[src/sv/msp_pkg.sv]
// shared types and constants for the matrix saddle point finder
// no dependencies; imported by msp_ctrl, msp_dp and the core module
package msp_pkg;

    localparam int DATA_W        = 32;
    localparam int SIZE_W        = 5;
    localparam int OUT_IDX_W     = 4;
    localparam int APB_ADDR_W    = 3;
    localparam int APB_DATA_W    = 32;
    localparam int DEF_MAX_ROWS  = 16;
    localparam int DEF_MAX_COLS  = 16;

    localparam logic [SIZE_W-1:0] SIZE_RESET = SIZE_W'(3);

    // register index, taken from paddr bit 2
    localparam logic REG_NUM_ROWS = 1'b0;
    localparam logic REG_NUM_COLS = 1'b1;

    typedef struct packed {
        logic load_accept;
        logic load_update;
        logic scan_start;
        logic out_load;
    } msp_cmd_t;

    typedef struct packed {
        logic last_elem;
        logic out_free;
        logic scan_done;
    } msp_status_t;

endpackage

[src/sv/msp_ctrl.sv]
// sequencer for load, scan and result hand-off
// depends on msp_pkg for the command and status structs
module msp_ctrl
    import msp_pkg::*;
(
    input  logic        clk,
    input  logic        rst_n,
    input  logic        in_valid,
    output logic        in_ready,
    input  msp_status_t status,
    output msp_cmd_t    cmd
);

    typedef enum logic [1:0] {
        S_LOAD,
        S_UPDATE,
        S_SCAN_WAIT,
        S_SCAN
    } state_t;

    state_t state_reg;
    state_t state_next;
    logic   in_ready_reg;

    always_comb
    begin
        state_next = state_reg;
        cmd        = '0;
        unique case (state_reg)
            S_LOAD:
            begin
                cmd.load_accept = in_valid;
                if (in_valid)
                begin
                    state_next = S_UPDATE;
                end
            end
            S_UPDATE:
            begin
                cmd.load_update = 1'b1;
                state_next      = status.last_elem ? S_SCAN_WAIT : S_LOAD;
            end
            S_SCAN_WAIT:
            begin
                // scan only once the output register will be empty at the end
                if (status.out_free)
                begin
                    cmd.scan_start = 1'b1;
                    state_next     = S_SCAN;
                end
            end
            S_SCAN:
            begin
                if (status.scan_done)
                begin
                    cmd.out_load = 1'b1;
                    state_next   = S_LOAD;
                end
            end
            default:
            begin
                state_next = S_LOAD;
            end
        endcase
    end

    always_ff @(posedge clk or negedge rst_n)
    begin
        if (!rst_n)
        begin
            state_reg    <= S_LOAD;
            in_ready_reg <= 1'b1;
        end
        else
        begin
            state_reg    <= state_next;
            in_ready_reg <= (state_next == S_LOAD);
        end
    end

    assign in_ready = in_ready_reg;

endmodule

[config.mk]
export PLATFORM = sky130hd
export DESIGN_NAME = msp_ctrl
export DESIGN_NICKNAME = d
export VERILOG_FILES = /design/src/sv/msp_pkg.sv /design/src/sv/msp_ctrl.sv
export SDC_FILE = /design/constraint.sdc
export NUM_CORES = 1
export LEC_CHECK = 0
export ABC_AREA = 1
export BUFFER_PORTS_ARGS = -buffer_cell sky130_fd_sc_hd__buf_4
export CORE_AREA = 2 2 39 41
export DETAILED_ROUTE_END_ITERATION = 16
export DIE_AREA = 0 0 41 43
export GPL_TIMING_DRIVEN = 0
export PLACE_DENSITY = 0.42
export SYNTH_ARGS = -nofsm -noshare
export SYNTH_HDL_FRONTEND = slang
export SYNTH_SLANG_ARGS = --single-unit
[constraint.sdc]
create_clock -name clk -period 2.36 [get_ports clk]
set_clock_uncertainty 0.05 [all_clocks]
set_input_delay 0.472 -clock clk [delete_from_list [all_inputs] [get_ports clk]]
set_output_delay 0.472 -clock clk [all_outputs]
set_load 0.05 [all_outputs]
==> metrics, run 1 <==
status=finished, final reports clean; drt initial violations=2; Slew headroom=90.1%; H-tree depth=1; post-DR wirelength/cell=7.27 microns; Residual DRC=0; min Tclk post-route=1.60 ns; P_sw=214 uW; # clock sinks=3; largest net degree at the start of global routing=6; layout cells sized above 1=54.3%; commonest cells in the netlist=inv_1 (5), nand2_1 (3), nand3_1 (3); CTS buffer count=3; switching share of power=49.9%; post-DP HPWL=293 microns; CP max-delay cell=dfrtp_1; synthesized cell area=159 sq um; Post-CTS Setup Inserts=0; P&R area growth vs syn=82.7%; Routed Antenna Nets=0; Syn. warnings=0; PwrDens=1480 nW/um^2; final worst-path cycle share=67.9%; post-synth top area cell=dfrtp_1; # IOs=11; Max-cap violations=0; Die Span X=41 microns; root buf cell=clkbuf_4; ys flop type=dfrtp_1; FILL cells=161; routed vias/inst=3.22; crit path kind=reg -> out; Slew @ Worst Pin=0.148 ns; syn avg cell area=7.95 sq um; setup tns final=0 ns; register area share after synthesis=48.0%; Slew Viols, Final=0; flop and latch count out of synthesis=3; endpoint class of the critical path=output port; post_cts resized=0; clock share of power=21.4%; Comb pwr share=54.8%; Reg power frac=23.8%; Internal=215 uW; insertion delay of the later-clocked pin in the worst-skew pair=0.23 ns; Longest Clk Path Bufs=2; Post-synth EDFFs=0; most common cell in the netlist=inv_1; Starting Density=11.5%; Leakage=0.176 nW; Global Route Usage Sum=5.63%; top cell type's share of synthesized area=31.5%; Pre-antenna DRT Iters=2; FF+latch area=76.3 sq um; maximum vdd drop=0.267 mV; num rows=14; async set-reset flop share out of synthesis=100%; Final setup viols=0; post-layout util=21.0%; Vias=164; vias in the first global route=152; Setup crit start kind=flip-flop; Post-Syn Instances=20; DR WL met2=194 microns; initial antenna violation count=0; Highest Signal Layer=met3; Die Y-Extent=43 microns; Die Footprint=1760 sq um; Distinct cells, synth=9; Remaining Overflow, GRT=0; CTS tree=done; max reg flops=2; CP Cell Sequence=inv_2 -> nand3_1 -> inv_1 -> buf_4; global-route wire length before repair=558 microns; clk slew on worst S/H paths=0.04 ns; Critical Path Max Stage Delay=0.41 ns; HP Class=in -> reg; area of the multi-input gates=56.3 sq um; met3 WL=36 microns; RSZ-0062 raised after global routing=false; antenna cells=0; main area contributors after synthesis=dfrtp_1 (31%), dfstp_2 (17%), nand3_2 (13%); WP data required=1.84 ns; met1 wire length=140 microns; GP Congestion=0.635; Hold Fails Final Rpt=0; Post-Syn Nets=26; number of buffers added on ports=10; nets=42; wire length after detailed routing=371 microns; Std-Cell Core Area=1380 sq um; crit-path max FO=4; fmax=0.624 GHz; Worst EP arrival=1.08 ns
==> kinds of logic (layout without fill, tap and decap cells) <==
group | count (synthesis) | in the layout | synth area share (%)
AND/OR/NAND/NOR | 10 | 10 | 35.4
buffers and inverters | 7 | 22 | 16.5
flip-flops | 3 | 3 | 48.0
==> critical path, delay by kind of cell (launching register included) <==
kind | cells | cell delay, ns
buffers and inverters | 3 | 0.34
flip-flops | 1 | 0.41
AND/OR/NAND/NOR | 1 | 0.10
==> final timing paths <==
check | cells after the start | slack, ns | to | start
max reg2reg | 5 | 1.48 | in_ready | state_reg[1]
min | 3 | 0.48 | state_reg[0] | in_valid
max in group asynchronous | 2 | 1.57 | in_ready | rst_n
min in group asynchronous | 2 | 0.50 | state_reg[0] | rst_n
max | 4 | 0.76 | cmd[1] | state_reg[0]
min reg2reg | 2 | 0.58 | state_reg[0] | state_reg[0]
==> layout by cell type, fill, tap and decap left out <==
cell and n:
dfrtp_1 2, inv_2 2, inv_1 5, dfstp_2 1, nor2_2 1, clkbuf_4 3
clkbuf_1 1, nand3_2 2, nor2_1 1, nand2_1 3, nand3_1 3, buf_4 10
dlygate4sd3_1 1
==> per-layer routing <==
layer	track usage, %	vias up
li1	-	87
met1	3.55	70
met2	7.50	7
met3	3.14	0
met4	10.0	0
met5	0	-
==> area by class of cell <==
type	count	area share [%]
multi-input cells	10	19.4
well taps	16	6.90
clock buffers	4	9.05
flip-flops and latches	3	26.3
repair buffers	11	29.3
inverters	7	9.05
==> metrics by stage <==
stage	area (sq um)	cells	hold slack [ns]	power, mW	setup WS, ns
finish	290	51	0.476	0.428	0.757
global route	290	51	0.486	0.462	0.671
CTS	290	51	0.477	0.436	0.744
detailed placement	254	46	0.213	0.338	0.925
global placement	254	46	0.214	0.338	0.925
floorplan	159	20	0.126	0.273	0.766
==> repair_timing <==
action / 4_1_cts / 5_1_grt
hold endpoints to repair: 2 / 0
hold buffers: 1 / 0
endpoints found under the setup margin: 0 / 0
==> power groups by stage <==
stage                     registers (mW)  logic (mW)  clock network (mW)
after floorplan                    0.124       0.149                   0
after global placement             0.104       0.234                   0
after detailed placement           0.104       0.235                   0
after CTS                          0.103       0.238              0.0952
after global routing               0.105       0.254               0.103
final                              0.102       0.234              0.0918
Note: power is estimated with default switching activity, not from simulation.
==> inputs of run 2 (changes only) <==
PLACE_DENSITY = 0.43   (was 0.42)
clock period = 1.35 ns   (was 2.36 ns; I/O delays follow)
==> metrics, run 2 (synthesis results as in run 1) <==
status=finished, final reports clean (unchanged); WP data required=1.03 ns (was 1.84 ns); min Tclk post-route=1.35 ns; H-tree depth=1 (unchanged); largest net degree at the start of global routing=6 (unchanged); fmax=0.743 GHz; Die Y-Extent=43 microns (unchanged); commonest non-fill, non-tap cell in the layout=buf_4 (unchanged); antenna cells=0 (unchanged); clk slew on worst S/H paths=0.04 ns (about the same); RSZ-0062 raised after global routing=true (was false); # clock sinks=3 (unchanged); initial antenna violation count=0 (unchanged); Residual DRC=0 (unchanged); Final setup viols=0 (unchanged); Std-Cell Core Area=1380 sq um (unchanged); # IOs=11 (unchanged); Worst EP arrival=1.03 ns (was 1.08 ns); Leakage=0.185 nW (was 0.176 nW); final worst-path cycle share=99.7%; global-route wire length before repair=607 microns (was 558 microns); nets=44 (was 42); crit path kind=reg -> out (unchanged); Global Route Usage Sum=5.84% (was 5.63%); Routed Antenna Nets=0 (unchanged); Setup crit start kind=flip-flop (unchanged); wire length after detailed routing=352 microns (was 371 microns); final setup margin=0.00376 ns (was 0.757 ns); num rows=14 (unchanged); setup tns final=0 ns (unchanged); crit-path max FO=5 (was 4); Longest Clk Path Bufs=2 (unchanged); max reg flops=2 (unchanged); endpoint class of the critical path=output port (unchanged); PwrDens=2510 nW/um^2 (was 1480 nW/um^2); CTS buffer count=3 (unchanged); insertion delay of the later-clocked pin in the worst-skew pair=0.23 ns (about the same); most frequent cells in the layout=buf_4 (9), inv_2 (5), nand3_2 (3), nand2_1 (3), clkbuf_4 (3) (was buf_4 (10), inv_1 (5), nand3_1 (3), nand2_1 (3), clkbuf_4 (3)); number of buffers added on ports=10 (unchanged); layout cells sized above 1=73.0% (was 54.3%); root buf cell=clkbuf_4 (unchanged); Remaining Overflow, GRT=0 (unchanged); Slew headroom=90.8% (was 90.1%); Die Footprint=1760 sq um (unchanged); Max-cap violations=0 (unchanged); post-place setup slack=0.177 ns (was 0.925 ns); Die Span X=41 microns (unchanged); Starting Density=11.5% (unchanged); FILL cells=157 (was 161); post-DR wirelength/cell=6.64 microns (was 7.27 microns); HP Class=in -> reg (unchanged); P&R area growth vs syn=109% (was 82.7%); Slew Viols, Final=0 (unchanged); routed vias/inst=3.43 (was 3.22); Pre-antenna DRT Iters=1 (was 2); Hold Fails Final Rpt=0 (unchanged); drt initial violations=0 (was 2); Vias=182 (was 164); vias in the first global route=189 (was 152); Slew @ Worst Pin=0.138 ns (was 0.148 ns); CTS tree=done (unchanged); maximum vdd drop=0.388 mV (was 0.267 mV); GP Congestion=0.618 (was 0.635)
## run 2: worst max-delay path, stage by stage, from the launching register on
cell	delay (ns)
dfrtp_2	0.44
inv_2	0.08
nand3_2	0.08
inv_2	0.07
buf_8	0.13
## run 2: layer usage
layer	vias up	wire length [microns]	GRT usage (%)
met3	0	33	4.71
met4	0	0	6.00
li1	92	-	-
met5	-	0	0
met1	84	115	3.88
met2	6	203	8.75
## run 2: final timing paths
kind / start / end / slack, ns / cells after the start
worst min-delay path: status[1] / state_reg[0] / 0.29 / 3
worst min register to register: state_reg[0] / state_reg[0] / 0.58 / 2
min in group asynchronous: rst_n / state_reg[0] / 0.32 / 2
max in group asynchronous: rst_n / in_ready / 0.75 / 2
worst max-delay path: state_reg[1] / cmd[3] / 0.004 / 4
worst max register to register: state_reg[1] / in_ready / 0.39 / 6
## run 2: layout make-up
| type | instances | area (sq um) | share of cell area (%) |
|---|---|---|---|
| Inverter | 7 | 26.3 | 7.89 |
| Sequential cell | 3 | 77.6 | 23.3 |
| Timing Repair Buffer | 13 | 119 | 35.7 |
| Multi-Input combinational cell | 10 | 63.8 | 19.2 |
| Clock buffer | 4 | 26.3 | 7.89 |
| Tap cell | 16 | 20.0 | 6.02 |
## run 2: power by group
part | internal [mW] | switching (mW)
Clock | 0.111 | 0.0431
Combinational | 0.186 | 0.306
Sequential | 0.144 | 0.0455
## run 2: stage by stage
step / cells / instance area (sq um) / utilization, % / hold slack [ns] / power, mW
3_5_place_dp: 46 / 256 / 18.5 / 0.0109 / 0.598
5_1_grt: 53 / 333 / 24.1 / 0.308 / 0.901
2_1_floorplan: 20 / 161 / - / -0.0756 / 0.484
6_report: 53 / 333 / 24.1 / 0.294 / 0.835
4_1_cts: 53 / 329 / 23.8 / 0.289 / 0.844
3_3_place_gp: 46 / 256 / 18.5 / 0.0109 / 0.597
## run 2: timing repair
item | 4_1_cts | 5_1_grt
pin swaps | 1 | 0
resized for setup | 9 | 1
hold endpoints to repair | 3 | 0
hold buffers | 1 | 0
setup endpoints to repair | 2 | 3
buffers inserted | 2 | 0
==> inputs of run 3 (changes only) <==
clock period = 1.2 ns   (was 1.35 ns; I/O delays follow)
==> metrics, run 3 (synthesis results as in run 1) <==
Setup crit start kind=flip-flop (unchanged); post-layout util=25.9% (was 24.1%); nets=46 (was 44); Routed Antenna Nets=0 (unchanged); hold slack final=0.270 ns (was 0.294 ns); CP max-delay cell=dfrtp_2 (unchanged); Slew headroom=90.8% (about the same); crit path kind=reg -> out (unchanged); status=finished with violations (was finished, final reports clean); # clock sinks=3 (unchanged); Std-Cell Core Area=1380 sq um (unchanged); FF+latch area=77.6 sq um (unchanged); Critical Path Max Stage Delay=0.43 ns (was 0.44 ns); Die Y-Extent=43 microns (unchanged); Top delay family on crit path=flip-flops (unchanged); Die Footprint=1760 sq um (unchanged); crit-path max FO=5 (unchanged); Global Route Usage Sum=5.94% (was 5.84%); maximum vdd drop=0.450 mV (was 0.388 mV); antenna cells=0 (unchanged); initial antenna violation count=0 (unchanged); vias in the first global route=187 (was 189); area of the multi-input gates=63.8 sq um (unchanged); P&R area growth vs syn=126% (was 109%); post-DR wirelength/cell=6.76 microns (was 6.64 microns); PwrDens=2800 nW/um^2 (was 2510 nW/um^2); FILL cells=157 (unchanged); post-place setup slack=0.0574 ns (was 0.177 ns); Leakage=0.197 nW (was 0.185 nW); # IOs=11 (unchanged); commonest non-fill, non-tap cell in the layout=buf_4 (unchanged); Starting Density=11.5% (unchanged); RSZ-0062 raised after global routing=true (unchanged); met2 global-route usage=8.75% (unchanged); CP Cell Sequence=inv_2 -> nand3_2 -> inv_2 -> buf_8 (unchanged); GP Congestion=0.618 (unchanged); Longest Clk Path Bufs=2 (unchanged); routed vias/inst=3.45 (was 3.43); met1 global-route usage=4.21% (was 3.88%); non-filler cells, final=55 (was 53); Vias=190 (was 182); drt initial violations=0 (unchanged); Slew Viols, Final=0 (unchanged); Slew @ Worst Pin=0.138 ns (about the same); Max-cap violations=0 (unchanged); layout cells sized above 1=74.4% (was 73.0%); fmax=0.761 GHz; wire length after detailed routing=372 microns (was 352 microns); final setup margin=-0.115 ns (was 0.00376 ns); DP Cell Count=46 (unchanged); largest net degree at the start of global routing=6 (unchanged); Pre-antenna DRT Iters=1 (unchanged); most used cell, CP=inv_2 (unchanged); H-tree depth=1 (unchanged); Final setup viols=4 (was 0); final worst-path cycle share=110%; clk slew on worst S/H paths=0.04 ns (about the same); HP Class=in -> reg (unchanged); number of buffers added on ports=10 (unchanged); Remaining Overflow, GRT=0 (unchanged); global-route wire length before repair=614 microns (was 607 microns); Hold Fails Final Rpt=0 (unchanged); root buf cell=clkbuf_4 (unchanged); Die Span X=41 microns (unchanged); min Tclk post-route=1.31 ns; Residual DRC=0 (unchanged); num rows=14 (unchanged); Buf/Inv on CP=3 (unchanged); GR peak layer=met2 (unchanged); met3 Use GR=4.71% (unchanged); setup tns final=-0.334 ns (was 0 ns); endpoint class of the critical path=output port (unchanged); CTS buffer count=3 (unchanged); WP data required=0.91 ns (was 1.03 ns); CTS tree=done (unchanged); most frequent cells in the layout=buf_4 (9), inv_2 (5) (was buf_4 (9), inv_2 (5), nand3_2 (3), nand2_1 (3), clkbuf_4 (3)); max reg flops=2 (unchanged); Worst EP arrival=1.02 ns (was 1.03 ns); failing checks=setup timing; insertion delay of the later-clocked pin in the worst-skew pair=0.23 ns (about the same)
==> run 3: cell count changes in the layout (fill, tap and decap cells not counted) <==
cell   delta
buf_8     +1
buf_6     +1
==> run 3: what timing repair did <==
item                                   in CTS  in global routing
hold buffers                                1                  0
setup endpoints to repair                   5                  5
resized for setup                          12                  1
endpoints found under the hold margin       3                  0
buffers inserted                            3                  1
pin swaps                                   1                  1
==> run 3: path summary, 6_finish.rpt <==
check                          endpoint  slack (ns)  cells after the start          from
setup / recovery                 cmd[3]       -0.11                      4  state_reg[1]
hold / removal             state_reg[1]        0.27                      5     status[2]
setup reg to reg               in_ready        0.13                      6  state_reg[0]
hold reg to reg            state_reg[0]        0.58                      2  state_reg[0]
max in group asynchronous      in_ready        0.63                      2         rst_n
min in group asynchronous  state_reg[0]        0.29                      2         rst_n
==> run 3: layout make-up <==
class / count / area share, %
Inverter: 7 / 7.32
Clock buffer: 4 / 7.32
Tap cell: 16 / 5.57
Sequential cell: 3 / 21.6
Multi-Input combinational cell: 10 / 17.8
Timing Repair Buffer: 15 / 40.4
==> run 3: per-stage QoR <==
| stage | power, mW | instance area [sq um] |
|---|---|---|
| floorplan | 0.545 | 161 |
| global placement | 0.672 | 256 |
| detailed placement | 0.673 | 256 |
| CTS | 0.993 | 348 |
| global route | 1.08 | 359 |
| finish | 1.01 | 359 |
==> run 3: per-layer routing <==
metal,wire length [microns],vias to the layer above
li1,-,96
met1,104,88
met2,229,6
met3,38,0
met4,0,0
met5,0,-
==> run 3: where the power goes <==
group / internal, mW / leakage, nW / switching, mW
clock network: 0.124 / 0.0150 / 0.0485
logic: 0.261 / 0.149 / 0.353
registers: 0.163 / 0.0330 / 0.0556
==> run 3: worst register-to-register path, stage by stage, from the launching register on <==
cell	delay, ns
dfrtp_1	0.40
inv_2	0.10
nand3_2	0.08
buf_4	0.14
buf_4	0.12
nand3_2	0.08
nor2_2	0.04
